## config.mk

```make
export PLATFORM = sky130hd
export DESIGN_NAME = kti_key_mem
export DESIGN_NICKNAME = d
export VERILOG_FILES = /design/src/rtl/keyframe_track_interpolator_unit_assert.svh /design/src/rtl/kti_pkg.sv /design/src/rtl/kti_key_mem.sv
export SDC_FILE = /design/constraint.sdc
export NUM_CORES = 1
export LEC_CHECK = 0
export CAP_MARGIN = 20
export CORE_UTILIZATION = 65
export CTS_BUF_LIST = sky130_fd_sc_hd__clkbuf_4
export DETAILED_ROUTE_END_ITERATION = 8
export DONT_BUFFER_PORTS = 1
export PLACE_DENSITY = 0.77
export RECOVER_POWER = 25
export SYNTH_ARGS = -nofsm -noshare
export SYNTH_HDL_FRONTEND = slang
export SYNTH_SLANG_ARGS = --single-unit
```

## constraint.sdc

```tcl
create_clock -name clk_i -period 6.7 [get_ports clk_i]
set_input_delay 0.335 -clock clk_i [delete_from_list [all_inputs] [get_ports clk_i]]
set_output_delay 0.335 -clock clk_i [all_outputs]
set_load 0.01 [all_outputs]
```

## src/rtl/keyframe_track_interpolator_unit_assert.svh

```systemverilog
// Assertion macros for the keyframe track interpolator.
// Bodies are empty when SYNTHESIS is defined.
`ifndef KEYFRAME_TRACK_INTERPOLATOR_UNIT_ASSERT_SVH
`define KEYFRAME_TRACK_INTERPOLATOR_UNIT_ASSERT_SVH
`ifndef SYNTHESIS
`define KTI_ASSERT(lbl, clk, rstn, prop, msg) \
  lbl: assert property (@(posedge clk) disable iff (!rstn) (prop)) else $error(msg);
`define KTI_ASSERT_ALWAYS(lbl, clk, prop, msg) \
  lbl: assert property (@(posedge clk) (prop)) else $error(msg);
`else
`define KTI_ASSERT(lbl, clk, rstn, prop, msg)
`define KTI_ASSERT_ALWAYS(lbl, clk, prop, msg)
`endif
`endif

```

## src/rtl/kti_pkg.sv

```systemverilog
// Shared constants and types for the keyframe track interpolator.
// No dependencies.
`timescale 1ns / 1ps
package kti_pkg;
  localparam int unsigned MaxKeysDef = 16;
  localparam int unsigned DvdW = 64;
  localparam int unsigned DivW = 32;

  localparam logic [1:0] ReqInsert  = 2'd0;
  localparam logic [1:0] ReqTick    = 2'd1;
  localparam logic [1:0] ReqEvalT   = 2'd2;
  localparam logic [1:0] ReqEvalPh  = 2'd3;

  localparam logic [2:0] AddrRun  = 3'd0;
  localparam logic [2:0] AddrLoop = 3'd4;

  typedef enum logic [1:0] {
    StatOk    = 2'd0,
    StatEmpty = 2'd1,
    StatFull  = 2'd2
  } status_e;

  typedef struct packed {
    logic [31:0] value;
    logic [31:0] time_ms;
  } key_t;
endpackage

```

## src/rtl/kti_key_mem.sv

```systemverilog
// Key table memory: one write port, one registered read port.
// Uses kti_pkg::key_t.
`timescale 1ns / 1ps
module kti_key_mem #(
  parameter int unsigned DEPTH = kti_pkg::MaxKeysDef,
  parameter int unsigned AW    = $clog2(DEPTH)
) (
  input  logic              clk_i,
  input  logic              we_i,
  input  logic [AW-1:0]     waddr_i,
  input  kti_pkg::key_t     wdata_i,
  input  logic [AW-1:0]     raddr_i,
  output kti_pkg::key_t     rdata_o
);
  kti_pkg::key_t mem_q [DEPTH];
  kti_pkg::key_t rd_q;

  always_ff @(posedge clk_i) begin
    if (we_i) begin
      mem_q[waddr_i] <= wdata_i;
    end
    rd_q <= mem_q[raddr_i];
  end

  assign rdata_o = rd_q;
endmodule

```

==> metrics.csv <==
stage,metric,value,unit
clocking,cts-root-to-sink-buffers,4,
timing,grt_setup_unrepaired,false,
timing,setup_slack,3.564,ns
min_path,hp-class,primary input to flip-flop,
die,floorplan.die.height,248.8,um
clocking,cts.reportedPaths.clkPinSlew,0.07,ns
grt,global_route_wire_length_before_repair,118700,um
yosys,synth_fp_nets,1721,
clocking,clock_sinks,1088,
worst_setup_path,crit_arrival,4.08,ns
worst_setup_path,crit-reg2reg-capture,rdata_o[13]$_DFF_P_,
clocking,ctsRootBufferMaster,clkbuf_4,
route,detailroute.via_count,18740,
worst_setup_path,critPathCaptureType,flip-flop,
timing,clock.fmax,318.8,MHz
worst_setup_path,setup.worst_path.start_class,primary input,
yosys,syn-cell-area,39580,sq um
die,placeableCoreArea,60250,sq um
pwr,p_per_area,299.6,nW/um^2
yosys,synth-warning-count,0,
route,drc,0,
route,detailed_router_iteration_count_before_antenna_repair,7,
worst_setup_path,critPathMaxFanout,256,
worst_setup_path,worst-r2r-setup-slack,3.77,ns
die,placementRows,90,
yosys,synth_cells,1647,
grt,globalRouteOverflowTotal,0,
route,postRouteAntennaNets,0,
grt,grt_max_degree,257,
grt,grt_pass1_vias,20510,
final_layout,fillCellCount,3157,
final_layout,area.growth.synth_to_final,14.40,%
timing,report.final.hold_viol_count,0,
final_layout,drive_above_1_share,33.01,%
grt,antenna_found_initial,4,
flow_run,maxCapViolations,0,
route,drt_iter0_markers,1438,
die,top_level_ports,138,
clocking,insertion_delay,1.09,ns
pwr,power.leakage,14.74,nW
timing,finalCritPeriodShare,46.81,%
min_path,min-delay-start,raddr_i[3],
worst_setup_path,length_in_cells_of_the_worst_reg_to_reg_path,6,
yosys,ys_seq_area_share,80.92,%
route,routed_wire_length_per_instance,26.33,um
pwr,worst_ir_drop_vdd,0.1832,mV
min_path,min_delay_path_depth,3,
die,effective_utilization_at_floorplan,65.70,%
clocking,postCtsResizedCells,0,
timing,finalClockSkew,0.06155,ns
grt,overall_global_routing_resource_usage,26.23,%
timing,final_total_negative_setup_slack,0,ns
timing,hold_ws,0.1306,ns
die,fp.dieArea,61890,sq um
placed_design,place_ws,3.876,ns
route,avgViaCountPerCell,6.300,
die,dieWidth,248.8,um
yosys,ys_seq_elements,1088,
yosys,yosys.cell_types.count,18,
placed_design,place_congestion,0.7236,
worst_setup_path,worstSetupPathType,primary input to flip-flop,
clocking,cts-buffers-inserted,278,
final_layout,nets,2090,
min_path,hold_end,rdata_o[15]$_DFF_P_,
route,drt-total-wl,78320,um
timing,max_slew_margin,-28.44,%
timing,final_slew_violations,158,
clocking,htree_num_levels,5,
placed_design,dpl.hpwl,35160,um
timing,setup_viols_final,0,
yosys,synthesis.area_per_instance,24.03,sq um
worst_setup_path,timing.rr.start,mem_q[6][13]$_DFFE_PP_,
clocking,tritoncts_clock_tree,done,
placed_design,buffer_ports.inserted,0,
outcome,failed_checks,max-slew violations,
outcome,status,"complete, but fails checks",
worst_setup_path,critPathRequiredTime,7.64,ns
timing,period_minus_slack,3.136,ns
timing,worst_margin_pin_slew,1.927,ns
where the power goes:
group | internal (mW) | total [mW] | switching (mW)
Sequential | 7.61 | 7.69 | 0.0785
Clock | 2.80 | 5.25 | 2.45
Combinational | 0.300 | 0.632 | 0.332
registers in the layout, summed over array words and instances (netlist names):
signal,flops
rdata_o,64
mem_q,1024
per-stage QoR:
stage	power (mW)	cells	cell area (sq um)	utilization [%]
2_1_floorplan	8.177	1647	39580	-
3_3_place_gp	8.199	2365	40390	67.05
3_5_place_dp	8.217	2365	40390	67.05
4_1_cts	13.67	2969	45190	75.01
5_1_grt	14.09	2973	45280	75.15
6_report	13.57	2975	45280	75.16
timing repair:
action,CTS,global route
endpoints found under the hold margin,1388,0
setup endpoints to repair,0,0
setup buffers,0,0
hold buffers,150,0
critical path: stages:
cell           delay (ns)
buf_16               0.58
mux4_2               0.43
dlygate4sd3_1        0.59
a22oi_1              0.16
dlygate4sd3_1        0.59
nand2_1              0.06
dlygate4sd3_1        0.58
cell usage in the layout (no fill, tap or decap):
master	synthesis	routed
edfxtp_1	1024	1024
clkbuf_4	0	414
mux4_2	256	256
dlygate4sd3_1	0	148
a22oi_1	128	128
nand2_1	65	65
dfxtp_1	64	64
clkinv_1	0	33
buf_4	6	20
nor2_4	0	13
buf_16	0	5
nor3_2	0	4
inv_2	0	4
diode_2	0	3
clkinv_2	0	3
nor2b_4	0	2
nand3b_1	2	2
nand2b_1	2	2
and2_4	0	1
nand3_1	1	1
or3b_2	1	1
area by class of cell:
cell class	count	area, sq um	area share, %
Sequential cell	1088	32030	70.74
Multi-Input combinational cell	475	7234	15.98
Clock buffer	414	3108	6.864
Timing Repair Buffer	173	1769	3.907
Tap cell	782	978.4	2.161
Clock inverter	40	153.9	0.3399
Antenna cell	3	7.507	0.01658
layer usage:
metal	up-vias	GRT usage [%]	wire [um]
met4	6	10.29	1578
met3	133	7.043	6762
met2	892	42.82	40570
met5	-	0	39
li1	7954	-	-
met1	9758	34.27	29370
how the worst max path moves through the flow:
stage	slack, ns	endpoint	from	cells past startpoint
5_1_grt	3.68	rdata_o[13]$_DFF_P_	mem_q[6][13]$_DFFE_PP_	6
4_1_cts	3.84	rdata_o[51]$_DFF_P_	mem_q[11][51]$_DFFE_PP_	6
6_report	3.56	rdata_o[13]$_DFF_P_	raddr_i[1]	7
3_5_place_dp	3.88	mem_q[4][54]$_DFFE_PP_	waddr_i[3]	3
3_3_place_gp	3.96	mem_q[4][55]$_DFFE_PP_	waddr_i[3]	3
2_1_floorplan	0.94	mem_q[0][0]$_DFFE_PP_	waddr_i[2]	2
synthesized netlist by cell type:
cell | instances | area (sq um)
buf_4 | 6 | 45.04
buf_6 | 13 | 146.4
clkbuf_1 | 36 | 135.1
mux4_2 | 256 | 5766
nor2_1 | 13 | 48.80
nor3_1 | 4 | 20.02
nor2b_1 | 2 | 12.51
nand3_1 | 1 | 5.000
nand3b_1 | 2 | 15.01
buf_1 | 16 | 60.06
dfxtp_1 | 64 | 1281
nand2b_1 | 2 | 12.51
a22oi_1 | 128 | 960.9
and2_1 | 1 | 6.260
or3b_2 | 1 | 8.760
nand2_1 | 65 | 244.0
buf_2 | 13 | 65.06
edfxtp_1 | 1024 | 30750
logic make-up (layout without fill, tap and decap cells):
kind of cell / after synthesis / count (layout) / synth area share, %
simple gates: 91 / 91 / 0.9420
mux: 256 / 256 / 14.57
compound gates: 128 / 128 / 2.428
other cells: 0 / 3 / 0
buf+inv: 84 / 627 / 1.141
flops: 1088 / 1088 / 80.92
Power figures use the tool's default switching activity.
