===== src/rtl/keyframe_track_interpolator_unit_assert.svh =====
// Assertion macros for the keyframe track interpolator.
// Bodies are empty when SYNTHESIS is defined.
`ifndef KEYFRAME_TRACK_INTERPOLATOR_UNIT_ASSERT_SVH
`define KEYFRAME_TRACK_INTERPOLATOR_UNIT_ASSERT_SVH
`ifndef SYNTHESIS
`define KTI_ASSERT(lbl, clk, rstn, prop, msg) \
  lbl: assert property (@(posedge clk) disable iff (!rstn) (prop)) else $error(msg);
`define KTI_ASSERT_ALWAYS(lbl, clk, prop, msg) \
  lbl: assert property (@(posedge clk) (prop)) else $error(msg);
`else
`define KTI_ASSERT(lbl, clk, rstn, prop, msg)
`define KTI_ASSERT_ALWAYS(lbl, clk, prop, msg)
`endif
`endif


===== src/rtl/kti_pkg.sv =====
// Shared constants and types for the keyframe track interpolator.
// No dependencies.
`timescale 1ns / 1ps
package kti_pkg;
  localparam int unsigned MaxKeysDef = 16;
  localparam int unsigned DvdW = 64;
  localparam int unsigned DivW = 32;

  localparam logic [1:0] ReqInsert  = 2'd0;
  localparam logic [1:0] ReqTick    = 2'd1;
  localparam logic [1:0] ReqEvalT   = 2'd2;
  localparam logic [1:0] ReqEvalPh  = 2'd3;

  localparam logic [2:0] AddrRun  = 3'd0;
  localparam logic [2:0] AddrLoop = 3'd4;

  typedef enum logic [1:0] {
    StatOk    = 2'd0,
    StatEmpty = 2'd1,
    StatFull  = 2'd2
  } status_e;

  typedef struct packed {
    logic [31:0] value;
    logic [31:0] time_ms;
  } key_t;
endpackage


===== src/rtl/kti_divider.sv =====
// Restoring divider, one quotient bit per cycle, unsigned 64 by 32.
// Uses kti_pkg widths.
`timescale 1ns / 1ps
module kti_divider (
  input  logic                      clk_i,
  input  logic                      rst_ni,
  input  logic                      start_i,
  input  logic [kti_pkg::DvdW-1:0]  dividend_i,
  input  logic [kti_pkg::DivW-1:0]  divisor_i,
  output logic                      busy_o,
  output logic                      done_o,
  output logic [kti_pkg::DvdW-1:0]  quotient_o
);
  localparam int unsigned CntW = $clog2(kti_pkg::DvdW + 1);

  logic [kti_pkg::DvdW-1:0] dvd_q;
  logic [kti_pkg::DivW-1:0] rem_q, div_q;
  logic [CntW-1:0]          cnt_q;
  logic                     busy_q, done_q;
  logic [kti_pkg::DivW:0]   rem_sh;
  logic [kti_pkg::DivW+1:0] diff;
  logic                     ge;

  assign rem_sh = {rem_q, dvd_q[kti_pkg::DvdW-1]};
  assign diff   = {1'b0, rem_sh} - {2'b00, div_q};
  assign ge     = ~diff[kti_pkg::DivW+1];

  always_ff @(posedge clk_i or negedge rst_ni) begin
    if (!rst_ni) begin
      dvd_q  <= '0;
      rem_q  <= '0;
      div_q  <= '0;
      cnt_q  <= '0;
      busy_q <= 1'b0;
      done_q <= 1'b0;
    end else if (start_i) begin
      dvd_q  <= dividend_i;
      rem_q  <= '0;
      div_q  <= divisor_i;
      cnt_q  <= CntW'(kti_pkg::DvdW);
      busy_q <= 1'b1;
      done_q <= 1'b0;
    end else if (busy_q) begin
      dvd_q <= {dvd_q[kti_pkg::DvdW-2:0], ge};
      rem_q <= ge ? diff[kti_pkg::DivW-1:0] : rem_sh[kti_pkg::DivW-1:0];
      cnt_q <= cnt_q - CntW'(1);
      if (cnt_q == CntW'(1)) begin
        busy_q <= 1'b0;
        done_q <= 1'b1;
      end
    end else begin
      done_q <= 1'b0;
    end
  end

  assign busy_o     = busy_q;
  assign done_o     = done_q;
  assign quotient_o = dvd_q;
endmodule


===== config.mk =====
export PLATFORM = sky130hd
export DESIGN_NAME = kti_divider
export DESIGN_NICKNAME = d
export VERILOG_FILES = /design/src/rtl/keyframe_track_interpolator_unit_assert.svh /design/src/rtl/kti_pkg.sv /design/src/rtl/kti_divider.sv
export SDC_FILE = /design/constraint.sdc
export NUM_CORES = 1
export LEC_CHECK = 0
export BUFFER_PORTS_ARGS = -buffer_cell sky130_fd_sc_hd__buf_4
export CAP_MARGIN = 10
export CORE_MARGIN = 2
export CORE_UTILIZATION = 55
export DETAILED_ROUTE_END_ITERATION = 16
export PLACE_DENSITY_LB_ADDON = 0.25
export SKIP_CTS_REPAIR_TIMING = 1
export SYNTH_ARGS = -nofsm -noshare
export SYNTH_HDL_FRONTEND = slang
export SYNTH_SLANG_ARGS = --single-unit

===== constraint.sdc =====
create_clock -name clk_i -period 8.5 [get_ports clk_i]
set_input_delay 0.85 -clock clk_i [delete_from_list [all_inputs] [get_ports clk_i]]
set_output_delay 0.85 -clock clk_i [all_outputs]
set_load 0.05 [all_outputs]

==> results_dict.tcl, run 1 <==
set metrics [dict create \
    fin_tns_setup_ns 0 \
    layout.cells.most_common "buf_4" \
    final_max_slew_viol_count 0 \
    hold_path.class "in2async" \
    die_y_um 123 \
    cts_inserted_buffers 17 \
    max_stage_delay_ns 0.55 \
    rows 43 \
    crit_fanout 4 \
    die_x_um 123 \
    drt_iter0_drc 486 \
    worstPathArrival_ns 3.71 \
    path_cells "inv_1 > ha_1 > fa_1 > nor2b_1 > o2111ai_1 > a211oi_1 > o21ai_1 > a21oi_2 > o21ai_0 > a2111oi_0 > o31ai_1 > a311oi_1" \
    grt_antenna_before_repair 0 \
    worstPathRequired_ns 8.82 \
    synth-seq-area-share_pct 44.1 \
    final_cells 1179 \
    areaGrowthSynthToFinish_pct 24.1 \
    drive_above_1_share_pct 21.6 \
    worstMarginPinSlew_ns 0.933 \
    rsz0062_at_grt "false" \
    ys.warnings.count 0 \
    clockBufferDepth 2 \
    hold_viol 0 \
    totalWireLength_um 18600 \
    cts_tree "built" \
    grt_pass1_vias 6254 \
    synth_area_um2 7770 \
    synth_ff_type "dfrtp_1" \
    place_inst 1149 \
    port_buffers 164 \
    wire_per_inst_um 15.7 \
    crit-reg2reg-launch "quotient_o[63]" \
    dr.pass1.iters 5 \
    cpMaxStageDelayCell "a2111oi_0" \
    viasPerCell 5.64 \
    setup_slack_ns 5.11 \
    synth_cell_types 62 \
    timing.slew.headroom_pct 37.8 \
    syn_nets 984 \
    dp_hpwl_um 12600 \
    grt_pass1_wl_um 30100 \
    start_util_pct 56.2 \
    finalClockSkew_ns 0.00607 \
    drcViolationCount 0 \
    num_antenna_cells 0 \
    status "finished, final reports clean" \
    h-tree-depth 4 \
    worstSkewPairLatency_ns 0.42 \
    power_density_nw_per_um2 273 \
    place_congestion 0.907 \
    num_io_pins 165 \
    final_cell_mix "buf_4, nand2_1, dfrtp_1" \
    vdd_ir_drop_max_mv 0.186 \
    grtUsageTotal_pct 25.3 \
    crit_buf_inv 1 \
    pre_cts_ws_ns 5.33 \
    start_kind "register" \
    cp-startpoint "quotient_o[63]" \
    critPathKind "reg2reg" \
    worstSetupEndpointType "register" \
    grt_max_degree 93 \
    ys_async_sr_fraction_pct 100 \
    power_leakage_uw 0.00509 \
    whs_ns 0.400 \
    setup_violations 0 \
    overflow 0 \
    syn_avg_cell_area_um2 9.15 \
    totalPowerFinal_uw 2640 \
    clock-sinks 137 \
    finalNetCount 1122 \
    critical_path.top_delay_family "compound AO/OA/AOI/OAI gates" \
    clkTransAtPathRegs_ns 0.06 \
    cts_root_buf "clkbuf_16" \
    vias 6644 \
    layout_worst_path_cycle_share_pct 39.9 \
    die_area_um2 15100 \
    ant_nets 0 \
    synth_edf_count 0 \
    coreArea_um2 13800 \
    fin_crit_ns 3.39 \
    fmax_ghz 0.295 \
    max-cap-violations 0 \
    synthCells 850 \
    synth-seq-cells 137 \
]
-- layer usage --
layer / up-vias / part of all wire [%] / global-route usage, % / wire length [um]
met5: - / 0 / 0 / 0
met3: 29 / 6.9 / 6.87 / 1290
met1: 3168 / 44 / 34.7 / 8190
li1: 3256 / - / - / -
met4: 0 / 1.5 / 7.26 / 284
met2: 191 / 47 / 39.6 / 8800
-- worst paths after layout --
check,endpoint,slack (ns),cells after the start
setup / recovery,rem_q[28],5.11,12
hold / removal,quotient_o[41],0.40,1
setup reg to reg,rem_q[28],5.11,12
hold reg to reg,rem_q[31],0.51,2
max in group asynchronous,rem_q[9],6.79,2
min in group clk_i,rem_q[31],0.51,2
-- synth_stat cells (3+ instances only) --
library cell | count | area, um^2
nand2b_1 | 3 | 18.8
nor3_1 | 6 | 30.0
xor2_1 | 7 | 61.3
o21bai_1 | 3 | 22.5
a311oi_1 | 15 | 131
a211oi_1 | 3 | 22.5
a311oi_2 | 7 | 105
nor2_1 | 49 | 184
a41oi_1 | 5 | 43.8
and3_1 | 3 | 18.8
inv_1 | 46 | 173
o21a_1 | 6 | 45.0
nand2_1 | 157 | 589
nor2b_1 | 4 | 25.0
buf_1 | 6 | 22.5
a21oi_1 | 29 | 145
nor3b_1 | 5 | 37.5
nand3_1 | 13 | 65.1
a21boi_0 | 3 | 22.5
dfrtp_1 | 137 | 3430
o21ai_0 | 111 | 556
ha_1 | 34 | 425
a31oi_1 | 6 | 37.5
mux2i_1 | 66 | 661
a21o_1 | 16 | 120
o31ai_1 | 5 | 37.5
clkbuf_1 | 37 | 139
nand4_1 | 3 | 18.8
xnor2_1 | 22 | 193
-- through the flow --
| stage | utilization [%] | instance area, um^2 |
|---|---|---|
| finish | 69.8 | 9650 |
| global route | 69.8 | 9650 |
| CTS | 69.8 | 9650 |
| detailed placement | 65.6 | 9070 |
| global placement | 65.6 | 9070 |
| floorplan | - | 7770 |
-- cells by family (layout without fill, tap and decap cells) --
logic type	count (synthesis)	after routing	synth area share, %
buffers and inverters	96	245	4.94
XOR/XNOR	29	29	3.27
flip-flops	137	137	44.1
multiplexers	67	67	8.64
AO/OA/AOI/OAI	232	232	19.6
adder cells (fa/ha/maj)	35	35	5.73
AND/OR/NAND/NOR	254	254	13.7
-- registers in the layout, summed over array words and instances, names as in the netlist --
register    cells
quotient_o     64
div_q          32
rem_q          32
cnt_q           7
busy_o          1
done_o          1
-- final cells by class --
| cell class | instances | area (um^2) |
|---|---|---|
| fill | 1068 | 4180 |
| sequential | 137 | 3430 |
| clock inverter | 11 | 124 |
| clock buffer | 19 | 453 |
| inverter | 46 | 173 |
| timing repair buffer | 169 | 1280 |
| tap | 180 | 225 |
| multi-input combinational | 617 | 3960 |
-- where the power goes --
group	internal (uW)	switching [uW]	leakage, uW	total (uW)
clock	443	272	0.000277	715
combinational	421	647	0.00310	1070
sequential	759	93.7	0.00172	853
Power figures use the tool's default switching activity.
==> run 2: changes to the inputs <==
==> constraint.sdc (replaced) <==
create_clock -name clk_i -period 3.4 [get_ports clk_i]
set_input_delay 0.34 -clock clk_i [delete_from_list [all_inputs] [get_ports clk_i]]
set_output_delay 0.34 -clock clk_i [all_outputs]
set_load 0.05 [all_outputs]
==> run 2 against run 1 <==
Effect of this change: setup slack lost 4.9 ns; sequential power grew 150%; routed wire length shrank 1.0%; global-route usage shrank 0.34 points; sequential share of layout area shrank 0.34 points; highest routed layer unchanged; clock skew grew 0.0011 ns; largest power group unchanged; worst hold slack lost 0.39 ns; die area is the same; largest cell class unchanged; via count shrank 0.59%.
==> results_dict.tcl, run 2 (synthesis results as in run 1) <==
set metrics [dict create \
    final_max_slew_viol_count 0 \
    port_buffers 164 \
    drcViolationCount 0 \
    clkTransAtPathRegs_ns 0.06 \
    totalPowerFinal_uw 6710 \
    comb_power_share_pct 40.3 \
    fin_crit_ns 3.16 \
    power_density_nw_per_um2 689 \
    vdd_ir_drop_max_mv 0.551 \
    worstMarginPinSlew_ns 1.02 \
    worstPathRequired_ns 3.71 \
    start_util_pct 56.2 \
    switching_share_pct 38.5 \
    ant_nets 0 \
    final_cell_mix "buf_4, nand2_1, dfrtp_1" \
    dr.pass1.iters 5 \
    fmax_ghz 0.316 \
    routedLengthMet1_um 8360 \
    grt_pass1_wl_um 29800 \
    areaGrowthSynthToFinish_pct 25.3 \
    dp_hpwl_um 12300 \
    wl_met2_um 8610 \
    die_y_um 123 \
    power_leakage_uw 0.00514 \
    rsz0062_at_grt "false" \
    coreArea_um2 13800 \
    regArea_um2 3430 \
    max-cap-violations 0 \
    grt_antenna_before_repair 0 \
    setup_violations 0 \
    die_area_um2 15100 \
    num_io_pins 165 \
    hold_path.class "in2async" \
    rows 43 \
    layout.cells.most_common "buf_4" \
    drt_iter0_drc 473 \
    totalWireLength_um 18400 \
    die_x_um 123 \
    grtUsageTotal_pct 25.0 \
    max_stage_delay_ns 0.49 \
    num_antenna_cells 0 \
    largest_reg_flops 64 \
    fillers 1107 \
    viasPerCell 5.57 \
    worstSetupEndpointType "register" \
    dpl_cell_area_um2 9120 \
    path_cells "ha_1 > nor2b_1 > o2111ai_1 > nand4_1 > a21boi_2 > a31oi_4 > a2111oi_4 > o21a_4 > nand2_1 > a311oi_1" \
    finalNetCount 1126 \
    met3_length_um 1190 \
    overflow 0 \
    cts_root_buf "clkbuf_16" \
    status "finished, final reports clean" \
    clock_power_share_pct 28.1 \
    drive_above_1_share_pct 22.3 \
    timing.slew.headroom_pct 31.9 \
    grt_max_degree 120 \
    multi_input_area_um2 3970 \
    worstSkewPairLatency_ns 0.43 \
    cts_inserted_buffers 17 \
    wire_per_inst_um 15.5 \
    vias 6605 \
    fin_area_um2 9740 \
    crit_fanout 34 \
    critPathKind "reg2reg" \
    cts_tree "built" \
    fin_tns_setup_ns 0 \
    worstPathArrival_ns 3.48 \
    p_int_uw 4120 \
    r2r_slack_ns 0.24 \
    clockBufferDepth 2 \
    maxUsedRoutingLayer "met4" \
    p_seq_share_pct 31.6 \
    finalClockSkew_ns 0.00721 \
    layout_worst_path_cycle_share_pct 93.1 \
    clock-sinks 137 \
    h-tree-depth 4 \
    place_congestion 0.902 \
    hold_viol 0 \
    switchingPower_uw 2590 \
    cpMaxStageDelayCell "a2111oi_4" \
    start_kind "register" \
    grt_pass1_vias 6115 \
]
run 2: final cells by class:
class / count / area share [%]
multi-input cells: 617 / 40.8
flip-flops and latches: 137 / 35.2
repair buffers: 173 / 13.7
clock buffers: 20 / 4.79
well taps: 180 / 2.31
inverters: 46 / 1.77
clock inverters: 12 / 1.41
run 2: per-layer routing:
layer | track usage, % | vias to the layer above
met2 | 39.3 | 173
li1 | - | 3250
met5 | 0 | -
met1 | 34.6 | 3163
met3 | 5.63 | 19
met4 | 7.69 | 0
run 2: final timing paths:
check | to | depth (start not counted) | from
min in group clk_i | div_q[26] | 3 | divisor_i[26]
setup reg to reg | rem_q[14] | 10 | rem_q[0]
hold reg to reg | rem_q[31] | 2 | rem_q[31]
setup / recovery | rem_q[14] | 10 | rem_q[0]
hold / removal | quotient_o[41] | 1 | rst_ni
max in group asynchronous | rem_q[15] | 2 | rst_ni
run 2: through the flow:
stage                     setup WS, ns  cells  hold slack, ns  util [%]
final                            0.236   1185         0.00689      70.4
after global routing            0.0388   1185           0.116      70.4
after CTS                        0.161   1184           0.101      70.3
after detailed placement         0.198   1152           0.483      65.9
after global placement           0.332   1152           0.474      65.9
after floorplan                  0.206    850          0.0444         -
run 2: critical path: cells and delay by family, from the launching register on:
kind	cells	cell delay (ns)
flip-flops	1	0.41
AND/OR/NAND/NOR	3	0.40
AO/OA/AOI/OAI	6	1.95
adder cells (fa/ha/maj)	1	0.29
run 2: power by group through the flow:
stage	registers, uW	clock network [uW]	logic, uW
after floorplan	2400	0	1750
after global placement	2130	0	2640
after detailed placement	2140	0	2660
after CTS	2120	1910	2690
after global routing	2160	1980	2960
final	2120	1880	2700
